## config.mk

```make
export PLATFORM = sky130hd
export DESIGN_NAME = dbsk_front_flat
export DESIGN_NICKNAME = d
export VERILOG_FILES = /design/src/hw/rtl/dbsk_pkg.sv /design/src/hw/rtl/dbsk_if.sv /design/src/hw/rtl/dbsk_front.sv /design/src/flat_wrapper.sv
export SDC_FILE = /design/constraint.sdc
export NUM_CORES = 1
export LEC_CHECK = 0
export BUFFER_PORTS_ARGS = -buffer_cell sky130_fd_sc_hd__buf_2
export CAP_MARGIN = 30
export CELL_PAD_IN_SITES_DETAIL_PLACEMENT = 1
export CELL_PAD_IN_SITES_GLOBAL_PLACEMENT = 1
export CORE_ASPECT_RATIO = 1.1
export CORE_MARGIN = 2
export CORE_UTILIZATION = 43
export CTS_CLUSTER_SIZE = 40
export DETAILED_ROUTE_END_ITERATION = 8
export GPL_TIMING_DRIVEN = 0
export PLACE_DENSITY_LB_ADDON = 0.1
export SLEW_MARGIN = 20
export SYNTH_ARGS = -nofsm -noshare
export SYNTH_HDL_FRONTEND = slang
export SYNTH_SLANG_ARGS = --single-unit
```

## constraint.sdc

```tcl
create_clock -name clk -period 3 [get_ports clk]
set_clock_uncertainty 0.05 [all_clocks]
set_input_delay 0 -clock clk [delete_from_list [all_inputs] [get_ports clk]]
set_output_delay 0 -clock clk [all_outputs]
set_load 0.01 [all_outputs]
```

## src/hw/rtl/dbsk_pkg.sv

```systemverilog
`default_nettype none

package dbsk_pkg;

  localparam int KEY_W          = 64;
  localparam int ACTION_W       = 2;
  localparam int STATUS_W       = 2;
  localparam int ENTRY_W        = 13;
  localparam int BANK_DEPTH_DEF = 4096;

  // Request action codes.
  localparam logic [ACTION_W-1:0] ACT_APPEND = 2'd0;
  localparam logic [ACTION_W-1:0] ACT_COMMIT = 2'd1;
  localparam logic [ACTION_W-1:0] ACT_LOOKUP = 2'd2;

  // Response status codes.
  localparam logic [STATUS_W-1:0] ST_OK       = 2'd0;
  localparam logic [STATUS_W-1:0] ST_TOO_FEW  = 2'd1;
  localparam logic [STATUS_W-1:0] ST_UNSORTED = 2'd2;
  localparam logic [STATUS_W-1:0] ST_FULL     = 2'd3;

  // Decoded operation handed from the front end to the back end.
  typedef enum logic [1:0] {
    OP_APPEND,
    OP_COMMIT,
    OP_LOOKUP,
    OP_NOP
  } op_t;

  typedef struct packed {
    op_t              op;
    logic [KEY_W-1:0] key;
  } cmd_t;

endpackage

`default_nettype wire

```

## src/hw/rtl/dbsk_if.sv

```systemverilog
`default_nettype none

interface dbsk_req_if;
  logic                          valid;
  logic                          ready;
  logic [dbsk_pkg::ACTION_W-1:0] action;
  logic [dbsk_pkg::KEY_W-1:0]    key_value;

  modport source (output valid, output action, output key_value, input ready);
  modport sink (input valid, input action, input key_value, output ready);
endinterface


`default_nettype wire

```

## src/hw/rtl/dbsk_front.sv

```systemverilog
`default_nettype none

module dbsk_front (
  input  wire logic     clk,
  input  wire logic     rst,
  dbsk_req_if.sink      req,
  output dbsk_pkg::cmd_t cmd,
  output logic          cmd_valid,
  input  wire logic     cmd_pop
);

  dbsk_pkg::cmd_t q [2];
  logic           wr_ptr;
  logic           rd_ptr;
  logic [1:0]     cnt;
  logic           push;
  dbsk_pkg::op_t  op_dec;

  // Classify the action; unused codes become a no-op.
  always_comb begin
    case (req.action)
      dbsk_pkg::ACT_APPEND: op_dec = dbsk_pkg::OP_APPEND;
      dbsk_pkg::ACT_COMMIT: op_dec = dbsk_pkg::OP_COMMIT;
      dbsk_pkg::ACT_LOOKUP: op_dec = dbsk_pkg::OP_LOOKUP;
      default:              op_dec = dbsk_pkg::OP_NOP;
    endcase
  end

  assign req.ready = (cnt != 2'd2);
  assign push      = req.valid && req.ready;
  assign cmd_valid = (cnt != 2'd0);
  assign cmd       = q[rd_ptr];

  always_ff @(posedge clk) begin
    if (push) begin
      q[wr_ptr] <= '{op: op_dec, key: req.key_value};
    end
  end

  always_ff @(posedge clk) begin
    if (rst) begin
      wr_ptr <= 1'b0;
      rd_ptr <= 1'b0;
      cnt    <= 2'd0;
    end else begin
      if (push) wr_ptr <= ~wr_ptr;
      if (cmd_pop) rd_ptr <= ~rd_ptr;
      case ({push, cmd_pop})
        2'b10:   cnt <= cnt + 2'd1;
        2'b01:   cnt <= cnt - 2'd1;
        default: cnt <= cnt;
      endcase
    end
  end

endmodule

`default_nettype wire

```

## src/flat_wrapper.sv

```systemverilog
// flat-port wrapper written by rule: the top's interface ports become plain ports
module dbsk_front_flat 
  (clk, rst, cmd, cmd_valid, cmd_pop, req_valid, req_action, req_key_value, req_ready);
  dbsk_req_if req_i ();
  input  wire logic clk;
  input  wire logic rst;
  output dbsk_pkg::cmd_t cmd;
  output logic cmd_valid;
  input  wire logic cmd_pop;
  input wire logic [$bits(req_i.valid)-1:0] req_valid;
  input wire logic [$bits(req_i.action)-1:0] req_action;
  input wire logic [$bits(req_i.key_value)-1:0] req_key_value;
  output wire logic [$bits(req_i.ready)-1:0] req_ready;
  assign req_i.valid = req_valid;
  assign req_i.action = req_action;
  assign req_i.key_value = req_key_value;
  assign req_ready = req_i.ready;
  dbsk_front u_core (.clk(clk), .rst(rst), .req(req_i), .cmd(cmd), .cmd_valid(cmd_valid), .cmd_pop(cmd_pop));
endmodule
```

Word level (Yosys, flattened, before mapping)
Memories as Yosys holds them, arrays and structs flattened. A register that Yosys moved wholly into a read port is not among the register bits.
Index checks and enable logic that the tools add are counted.
{"block": "word_totals", "register_bits": 4, "mem_bits_rw": 132, "inputBits": 70, "output_inout_bits": 68, "word_cells": 23, "n_memories": 1}
{"block": "classes", "addsub": 2, "n_eq_ne": 5, "mux": 6, "bitwise": 2, "n_reduce_logical": 4}
{"name": "u_core.q", "words": 2, "width": 66, "rd": 1, "rd_clocked_by_memory_dff": 1, "write_ports": 1, "line_no": "dbsk_front.sv:12", "text": "dbsk_pkg::cmd_t q [2];"}
{"op": "one-hot mux 2 bit (3 select lines)", "count": 1}
{"op": "equality test 2 x 1 -> 1 bit, second input constant", "count": 2}
{"op": "equality test 2 bit, second input constant", "count": 2}
{"op": "2-to-1 mux 1 bit", "count": 4}
{"op": "one-hot mux 2 bit (2 select lines)", "count": 1}
{"op": "nonzero test 2 bit", "count": 2}
{"op": "adder 2 x 1 -> 2 bit, second input constant", "count": 1}
{"op": "zero test 2 bit", "count": 1}
{"op": "inequality test 2 bit, second input constant", "count": 1}
{"op": "inverter 1 bit", "count": 2}
{"op": "subtractor 2 x 1 -> 2 bit, second input constant", "count": 1}
{"op": "logical AND 1 bit", "count": 1}

Longest topological paths before layout
Gate-level depths: netlist (run 1).
{"block": "logic_depth", "depth_word": 4, "depth_mapped": 6, "ltp_nobuf": 6}

Least setup slack after synthesis (run 1)
Ideal clock, no wire load.
{"block": "synth_path", "kind": "register -> register", "start": "register u_core.cnt[0]", "end": "memory u_core.q[1][0] in the netlist's numbering, enable pin", "setup_time_ps": 431, "arrival_time_ps": 2177, "required_time_ps": 2519, "path_slack_ps": 342, "stages_incl_launch_ff": 3, "n_path_buf": 0, "synth_period_minus_slack_ps": 2658, "path_cell_list": "dfxtp_1 nand2b_2 and3_1"}
{"block": "synth_between", "elab_chain_len": 4}
{"item": "start, declared", "line_no": "dbsk_front.sv:15", "text": "logic [1:0] cnt;"}
{"item": "start signal, assigned", "line_no": "dbsk_front.sv:49", "text": "2'b10: cnt <= cnt + 2'd1;"}
{"item": "start signal, assigned", "line_no": "dbsk_front.sv:50", "text": "2'b01: cnt <= cnt - 2'd1;"}
{"item": "start signal, assigned", "line_no": "dbsk_front.sv:51", "text": "default: cnt <= cnt;"}
{"item": "inequality test 2 bit", "line_no": "dbsk_front.sv:29", "text": "assign req.ready = (cnt != 2'd2);"}
{"item": "via req_ready", "line_no": "flat_wrapper.sv:13", "text": "output wire logic [$bits(req_i.ready)-1:0] req_ready;"}
{"item": "logical AND 1 bit", "line_no": "dbsk_front.sv:30", "text": "assign push = req.valid && req.ready;"}
{"item": "2-to-1 mux 1 bit", "line_no": "dbsk_front.sv:35", "text": "if (push) begin"}
{"item": "2-to-1 mux 1 bit (not written as such)", "line_no": "dbsk_front.sv:36", "text": "q[wr_ptr] <= '{op: op_dec, key: req.key_value};"}
{"item": "end, declared", "line_no": "dbsk_front.sv:12"}
The timed path passes the listed nets, and every way through them passes these cells.

==> results, run 1 <==
- The die is 107 µm wide.
- After detailed routing, the average wire length per cell comes to around 16 µm.
- Once detailed placement completed, the half-perimeter wirelength came to 6.04 mm.
- The worst setup path category is reg -> out.
- The worst hold path passes through 5 cells.
- The flow ran to the end, and the final reports show no timing, DRC or antenna violations.
- After floorplanning, the core was divided into 41 placement rows.
- The TritonCTS buffer count is 17.
- For the worst setup path, the data arrival time is about 1.8 ns.
- The hold violation count in the final report was 0.
- Across the VDD grid, the largest voltage drop is 0.354 mV.
- The number of nets in the final layout is 526.
- The layout overhead on the synthesized area is 42.8%.
- The first detailed-routing pass took 4 iterations.
- The fraction of layout cells with a size suffix above 1 is 0.432.
- Measured along the y axis, the die boundary spans 117 µm.
- The leakage power of the design is 2.70 nW.
- The root cell of the clock tree is clkbuf_16.
- The worst flop-to-flop path startpoint is u_core.cnt[0].
- The end of the worst hold path is u_core.cnt[0].
- The library cell contributing the largest single delay on the critical path is dfxtp_1.
- For this run, the total global-route usage over all layers was measured as 0.169.
- Leaving out fill and tap cells, the most frequent cell in the layout is buf_2.
- The most numerous cell type found on the critical path is buf_2.
- The post-route minimum period is 1.82 ns.
- Counting along the longest clock path gives a buffer depth of 2.
- The via count of the routed design is between 2,000 and 3,000.
- In the layout the commonest cells are buf_2 (138), edfxtp_1 (132), dlygate4sd3_1 (69), mux2_1 (40), mux2_2 (26).
- In the routed layout, each cell is associated on average with a via count of 4.63.
- The overall routed net length is 9.80 mm.
- The max-cap violation count is 0.
- The remaining max-slew budget at the tightest pin is 0.719.
- The nature of the critical path endpoint is a primary output.
- The count of fill cells added during filler insertion is 1,060.
- The family of cells with the greatest summed delay on the critical path is buffers and inverters.
- For the pin with the worst max-slew slack, the measured transition is 0.422 ns.
- The critical path goes through buf_2 > buf_4 > mux2_1 > buf_2.
- The setup-violating endpoint count in the final report is 0.
- Of the synthesized area, sequential elements account for 0.816.
- The starting DRC count in detailed routing is 69.
- The final weighted congestion of routability-driven global placement is 0.697.
- The critical path buffer and inverter count is 3.
- The largest single stage delay on the critical path is approximately 0.35 ns.
- In this run the worst path has a maximum fanout of 10.
- The post-placement worst setup slack is 1.22 ns.
- The Yosys warning count is 0.
- Buffers placed on the I/O ports in this run total 135.
- The starting utilization of the core area is 0.437.
- Registers take 0.00406 mm².
- The max-slew violation count is 0.
- 138 I/O pins were placed.
- The level count of the clock H-tree is 4.
- The multi-input gate area in the final layout is 862 µm².
- The power density normalized to cell area is 670 mW/mm².
- Synthesis instantiated 21 different standard cells from the library.
- The setup slack of the most critical reg-to-reg path is between 1 and 1.5 ns.
- The worst setup path is launched from a flop.
- The synthesized net count is roughly 300.
- After technology mapping, the gate count stands at 230.
- The post-synthesis register bit count is roughly 140.
- The initial antenna violation count is 0.
- In the routed design, unresolved DRC markers number 0.
- The via count of the first global-routing pass was 3,119.
- The worst min-delay path category is in -> reg.
- The post-route total power is 4.77 mW.
- The first global-routing pass estimated 15.7 mm of wire.
- After clock tree synthesis, the repair step resized 0 gates.
- The worst-case setup margin in the final layout is 1.18 ns.
- Counting cells, the worst reg-to-reg path comes to 4.
- The netlist area before placement is 0.00498 mm².
- The total clock sinks is around 140.
- The average size of a mapped cell is 21.6 µm².
- The TritonCTS clock tree is yes.
- Setup repair after global routing left no endpoint under its margin.
- In the finished design, the share of the clock period the worst path needs comes to 0.605.
- After routing, the total negative slack on setup checks comes to 0 ns.
- At the worst endpoint, the required time is 2.95 ns.
- Clock latency on the worst-skew pair, taken at its later pin, is around 0.41 ns.
- The highest clock frequency the design can meet is between 500 and 600 MHz.
- The aggregate global routing overflow is 0.
- After clock tree synthesis, the clock-pin slew on the worst setup and hold paths is 0.05 ns.
- The reg-to-reg endpoint is u_core.q[0][7].
- The count of nets left with antenna violations once routing finished came out at 0.
- The area enclosed by the die boundary is 0.0125 mm².
- Entering global routing, the biggest net connects 42 pins.
- The startpoint identified for the worst hold timing path is req_valid.
- The number of antenna cells inserted is 0.
- The placeable core region is around 0.011 mm².
- The buffers inserted during post-CTS setup optimization is 0.
[registers in the layout (all words and copies together), names as in the netlist, named ones only]
signal         flops
u_core.cnt         2
u_core.wr_ptr      1
u_core.q         132
u_core.rd_ptr      1
[synth_stat cells (all sizes together)]
cell type,n,area [µm²]
xnor2,2,17.5
and3,1,6.26
mux2,66,743
inv,1,3.75
nor2,3,11.3
nand3b,1,7.51
dfxtp,5,100
edfxtp,132,3960
ha,1,12.5
or3,1,6.26
a21bo,1,10.0
clkbuf,2,7.51
nand2b,1,8.76
xor2,1,8.76
or2,1,6.26
buf,7,45.0
a21oi,2,10.0
nand2,1,3.75
o21ai,1,5.00
[kinds of logic (layout without fill, tap and decap cells)]
group	Yosys count	after routing	synth area share
AOI/OAI and AO/OA	4	4	0.00503
xor gates and xnor gates	3	3	0.00528
adders and majority gates	1	1	0.00251
buffers and inverters	10	248	0.0113
DFF	137	137	0.816
muxes	66	66	0.149
and+or+nand+nor	9	9	0.0101
[what timing repair did]
item	4_1_cts	5_1_grt
hold buffers	69	0
endpoints found under the setup margin	0	0
hold endpoints to repair	137	0
[tightest hold or removal path, delay by kind of cell]
| kind | cells | cell delay [ns] |
|---|---|---|
| adders and majority gates | 1 | 0.16 |
| and+or+nand+nor | 2 | 0.14 |
| buffers and inverters | 1 | 0.12 |
| xor gates and xnor gates | 1 | 0.07 |
[how the worst max path moves through the flow]
stage / start / endpoint / slack, ns / depth (start not counted)
floorplan: u_core.cnt[0] / u_core.q[1][0] / 0.34 / 2
global placement: u_core.cnt[0] / u_core.q[1][23] / -0.59 / 2
detailed placement: u_core.cnt[0] / u_core.q[0][23] / 1.22 / 4
CTS: flop / cmd[25] / 1.13 / 4
global route: flop / cmd[24] / 1.03 / 4
finish: flop / cmd[38] / 1.18 / 4
[routing by layer]
metal	wire (µm)	track usage	part of all wire	vias up
li1	-	-	-	1358
met4	88	0.0597	0.0090	0
met3	506	0.0592	0.052	7
met5	0	0	0	-
met1	3880	0.194	0.40	1411
met2	5320	0.294	0.54	88
[stage by stage]
stage / cell area, µm² / utilization / instances / hold slack (ns)
floorplan: 4980 / - / 230 / 0.0191
global placement: 5840 / 0.513 / 515 / 0.137
detailed placement: 5900 / 0.518 / 517 / 0.141
CTS: 7110 / 0.624 / 618 / 0.0552
global route: 7110 / 0.624 / 618 / 0.0792
finish: 7110 / 0.624 / 618 / 0.0720
[where the power goes]
group | switching [mW] | internal (mW)
logic | 0.334 | 0.320
registers | 0.0409 | 2.30
clock network | 0.734 | 1.04
total | 1.11 | 3.66
[cell type report]
cell class	instances	area share
inverters	1	0.000880
plain buffers	9	0.00739
multi-input cells	83	0.121
flip-flops and latches	137	0.572
well taps	150	0.0264
repair buffers	206	0.200
clock inverters	14	0.0120
clock buffers	18	0.0604
Note: power is estimated with default switching activity, not from simulation.
==> run 2: changes to the inputs <==
Settings changed: CORE_UTILIZATION 43 to 39.
Clock period 3 ns to 1.6 ns, I/O delays scaled along.
==> results, run 2 (synthesis results as in run 1) <==
- The required time at the endpoint of the critical path came to 1.55 ns (was 2.95 ns).
- The power share of the combinational group is 0.174 (was 0.137).
- The remaining design rule violation count was 0 (unchanged).
- The count of TritonRoute iterations in the first routing pass is 4 (unchanged).
- The power density normalized to cell area is 1280 mW/mm² (was 670 mW/mm²).
- The count of fill cells added during filler insertion was 1,105 (was 1,060).
- The die width was 112 µm (was 107 µm).
- The detail-routed net length per standard cell is 18.3 µm (was 15.9 µm).
- The overall routed net length is 11.6 mm (was 9.80 mm).
- The global-route track usage on met2 is 0.295 (was 0.294).
- The internal power summed over all cells was 7.80 mW (was 3.66 mW).
- The initial antenna violation count came to 0 (unchanged).
- The worst setup path category is reg -> out (unchanged).
- The max-slew violation count is 0 (unchanged).
- The hold violation count in the final report was 0 (unchanged).
- Ordered list of cells on the worst path: buf_12 > clkbuf_16 > mux2_4 > buf_6 (was buf_2 > buf_4 > mux2_1 > buf_2).
- The flip-flop count of the largest register, all copies and words added is 132 (unchanged).
- The startpoint type of the worst setup path is a flop (unchanged).
- The switching share of power came to 0.231 (was 0.233).
- The final non-filler cell total is 638 (was 618).
- The met3 global-route usage is 0.0464 (was 0.0592).
- The leakage power of the design was 3.10 nW (was 2.70 nW).
- The layer with the highest usage after global routing is met2 (unchanged).
- The sequential cell fraction of total power is 0.435 (was 0.491).
- The multi-input gate area in the final layout is 0.00104 mm² (was 862 µm²).
- The count of port buffers added during placement is 135 (unchanged).
- The commonest non-fill, non-tap cell in the layout is edfxtp_1 (was buf_2).
- The largest incremental delay on the critical path was 0.39 ns (was 0.35 ns).
- The HPWL after detailed placement is 6.42 mm (was 6.04 mm).
- The clock insertion delay at the later pin of the skew report is 0.41 ns (about the same).
- The nature of the critical path endpoint is a primary output (unchanged).
- The data arrival at the endpoint of the critical path is 1.54 ns (was 1.77 ns).
- Outcome: finished, final reports clean (unchanged).
- The layout overhead on the synthesized area is 58.7% (was 42.8%).
- The routed via count divided by cell count was 4.60 (was 4.63).
- The global router's overall resource usage is 0.164 (was 0.169).
- The setup-violating endpoint count in the final report is 0 (unchanged).
- The global routing met1 resource utilization is 0.178 (was 0.194).
- The TritonCTS buffer count is 17 (unchanged).
- The clock-pin slew on the worst setup and hold paths is 0.06 ns (was 0.05 ns).
- Unrepaired setup endpoints after global routing: true (was false).
- The worst path in the final design needs a cycle of 1.59 ns, including I/O delays and setup.
- The number of nets in the final layout is 539 (was 526).
- The register ranked first by flip-flop count is u_core.q (unchanged).
- The remaining max-slew budget at the tightest pin is 0.666 (was 0.719).
- The starting DRC count in detailed routing was 96 (was 69).
- The fraction of layout cells with a size suffix above 1 is 0.543 (was 0.432).
- The placeable core region is 0.0125 mm² (was 0.0114 mm²).
- The max-cap violation count came to 0 (unchanged).
- Highest-count cells in the layout ignoring fill and taps: edfxtp_1 (132), buf_2 (94), dlygate4sd3_1 (69), buf_6 (43), mux2_4 (42) (was buf_2 (138), edfxtp_1 (132), dlygate4sd3_1 (69), mux2_1 (40), mux2_2 (26)).
- The post-route total power is 10.1 mW (was 4.77 mW).
- The highest clock frequency the design can meet is 629 MHz.
- The family of cells with the greatest summed delay on the critical path is buffers and inverters (unchanged).
- The critical path buffer and inverter count is 3 (unchanged).
- The aggregate global routing overflow was 0 (unchanged).
- The first-pass GRT wire length was 16.7 mm (was 15.7 mm).
- The TritonCTS clock tree is yes (unchanged).
- The number of antenna cells inserted is 0 (unchanged).
- The clock share of power came to 0.391 (was 0.372).
- Of the available clock period, the critical path in the final layout requires 0.994.
- The root cell of the clock tree is clkbuf_16 (unchanged).
- Biggest regs: u_core.q: 132 flops, u_core.cnt: 2 flops (unchanged).
- The largest net degree at the start of global routing came to 34 (was 42).
- The number of nets with antenna violations after detailed routing came to 0 (unchanged).
- The sequential standard cell area is 0.00407 mm² (was 0.00406 mm²).
- The number of instances in the placed design is 525 (was 517).
- The worst voltage drop across the vdd grid is 0.679 mV (was 0.354 mV).
- The library cell contributing the largest single delay on the critical path was dfxtp_4 (was dfxtp_1).
- The largest driver fanout on the critical path came to 5 (was 10).
- The level count of the clock H-tree is 4 (unchanged).
- The number of top-level pins is 138 (unchanged).
- The measured slew at the worst slew-check pin was 0.501 ns (was 0.422 ns).
- The worst min-delay path category is in -> reg (unchanged).
- The area enclosed by the die boundary is 0.0137 mm² (was 0.0125 mm²).
- The via count of the routed design is 2,937 (was 2,864).
- The number of placement rows came to 43 (was 41).
- The total clock sinks is 137 (unchanged).
- The final weighted congestion of routability-driven global placement is 0.662 (was 0.697).
- The total net switching power was 2.34 mW (was 1.11 mW).
- The maximum number of buffers from clock root to sink is 2 (unchanged).
- The starting utilization of the core area is 0.397 (was 0.437).
- The vertical extent of the die is 122 µm (was 117 µm).
- The via count of the first global-routing pass was 3,326 (was 3,119).
-- run 2: what timing repair did --
action	4_1_cts	5_1_grt
setup buffers	1	4
gates cloned	2	5
gates resized for setup	10	101
hold buffers	69	0
endpoints found under the hold margin	137	0
pin swaps	1	0
setup endpoints to repair	79	152
-- run 2: worst paths after layout --
kind	slack, ns	cells past startpoint	end	from
setup / recovery	0.01	4	cmd[48]	flop
setup reg to reg	0.07	6	u_core.cnt[1]	u_core.cnt[0]
hold reg to reg	0.48	2	u_core.cnt[1]	u_core.cnt[1]
hold / removal	0.27	2	u_core.q[1][63]	req_key_value[63]
-- run 2: layout make-up --
type                       count  share of cell area
buffer                         9              0.0155
clock buffer                  19              0.0548
clock inverter                13              0.0211
inverter                       1            0.000950
multi-input combinational     84               0.132
sequential                   137               0.515
tap                          157              0.0249
timing repair buffer         218               0.235
-- run 2: worst register-to-register path: stages, from the launching register on --
cell and delay, ns:
dfxtp_2 0.36, nand2b_4 0.17, nand2_1 0.10, ha_4 0.17, xnor2_1 0.14, or3_1 0.33, a21oi_1 0.14
-- run 2: metal layers --
layer  vias to the layer above  routed length [µm]
li1                       1385                   -
met1                      1460                4540
met2                        80                6470
met3                        12                 444
met4                         0                 191
met5                         -                   0
-- run 2: power by group through the flow --
stage | Sequential (mW) | Combinational, mW | Clock (mW)
floorplan | 4.44 | 0.618 | 0
global placement | 4.46 | 1.07 | 0
detailed placement | 4.46 | 1.14 | 0
CTS | 4.40 | 1.32 | 4.04
global route | 4.44 | 1.89 | 4.20
finish | 4.41 | 1.77 | 3.96
-- run 2: metrics by stage --
stage | utilization | worst slack (ns) | instance area, µm² | hold slack, ns | TNS (ns)
final | 0.630 | 0.00990 | 7900 | 0.267 | 0
after global routing | 0.630 | -0.0431 | 7900 | 0.249 | -1.18
after CTS | 0.580 | -0.0855 | 7270 | 0.242 | -2.83
after detailed placement | 0.473 | -0.169 | 5920 | 0.144 | -5.48
after global placement | 0.468 | -1.12 | 5860 | 0.138 | -123.17
after floorplan | - | -0.437 | 4990 | 0.0150 | -46.05
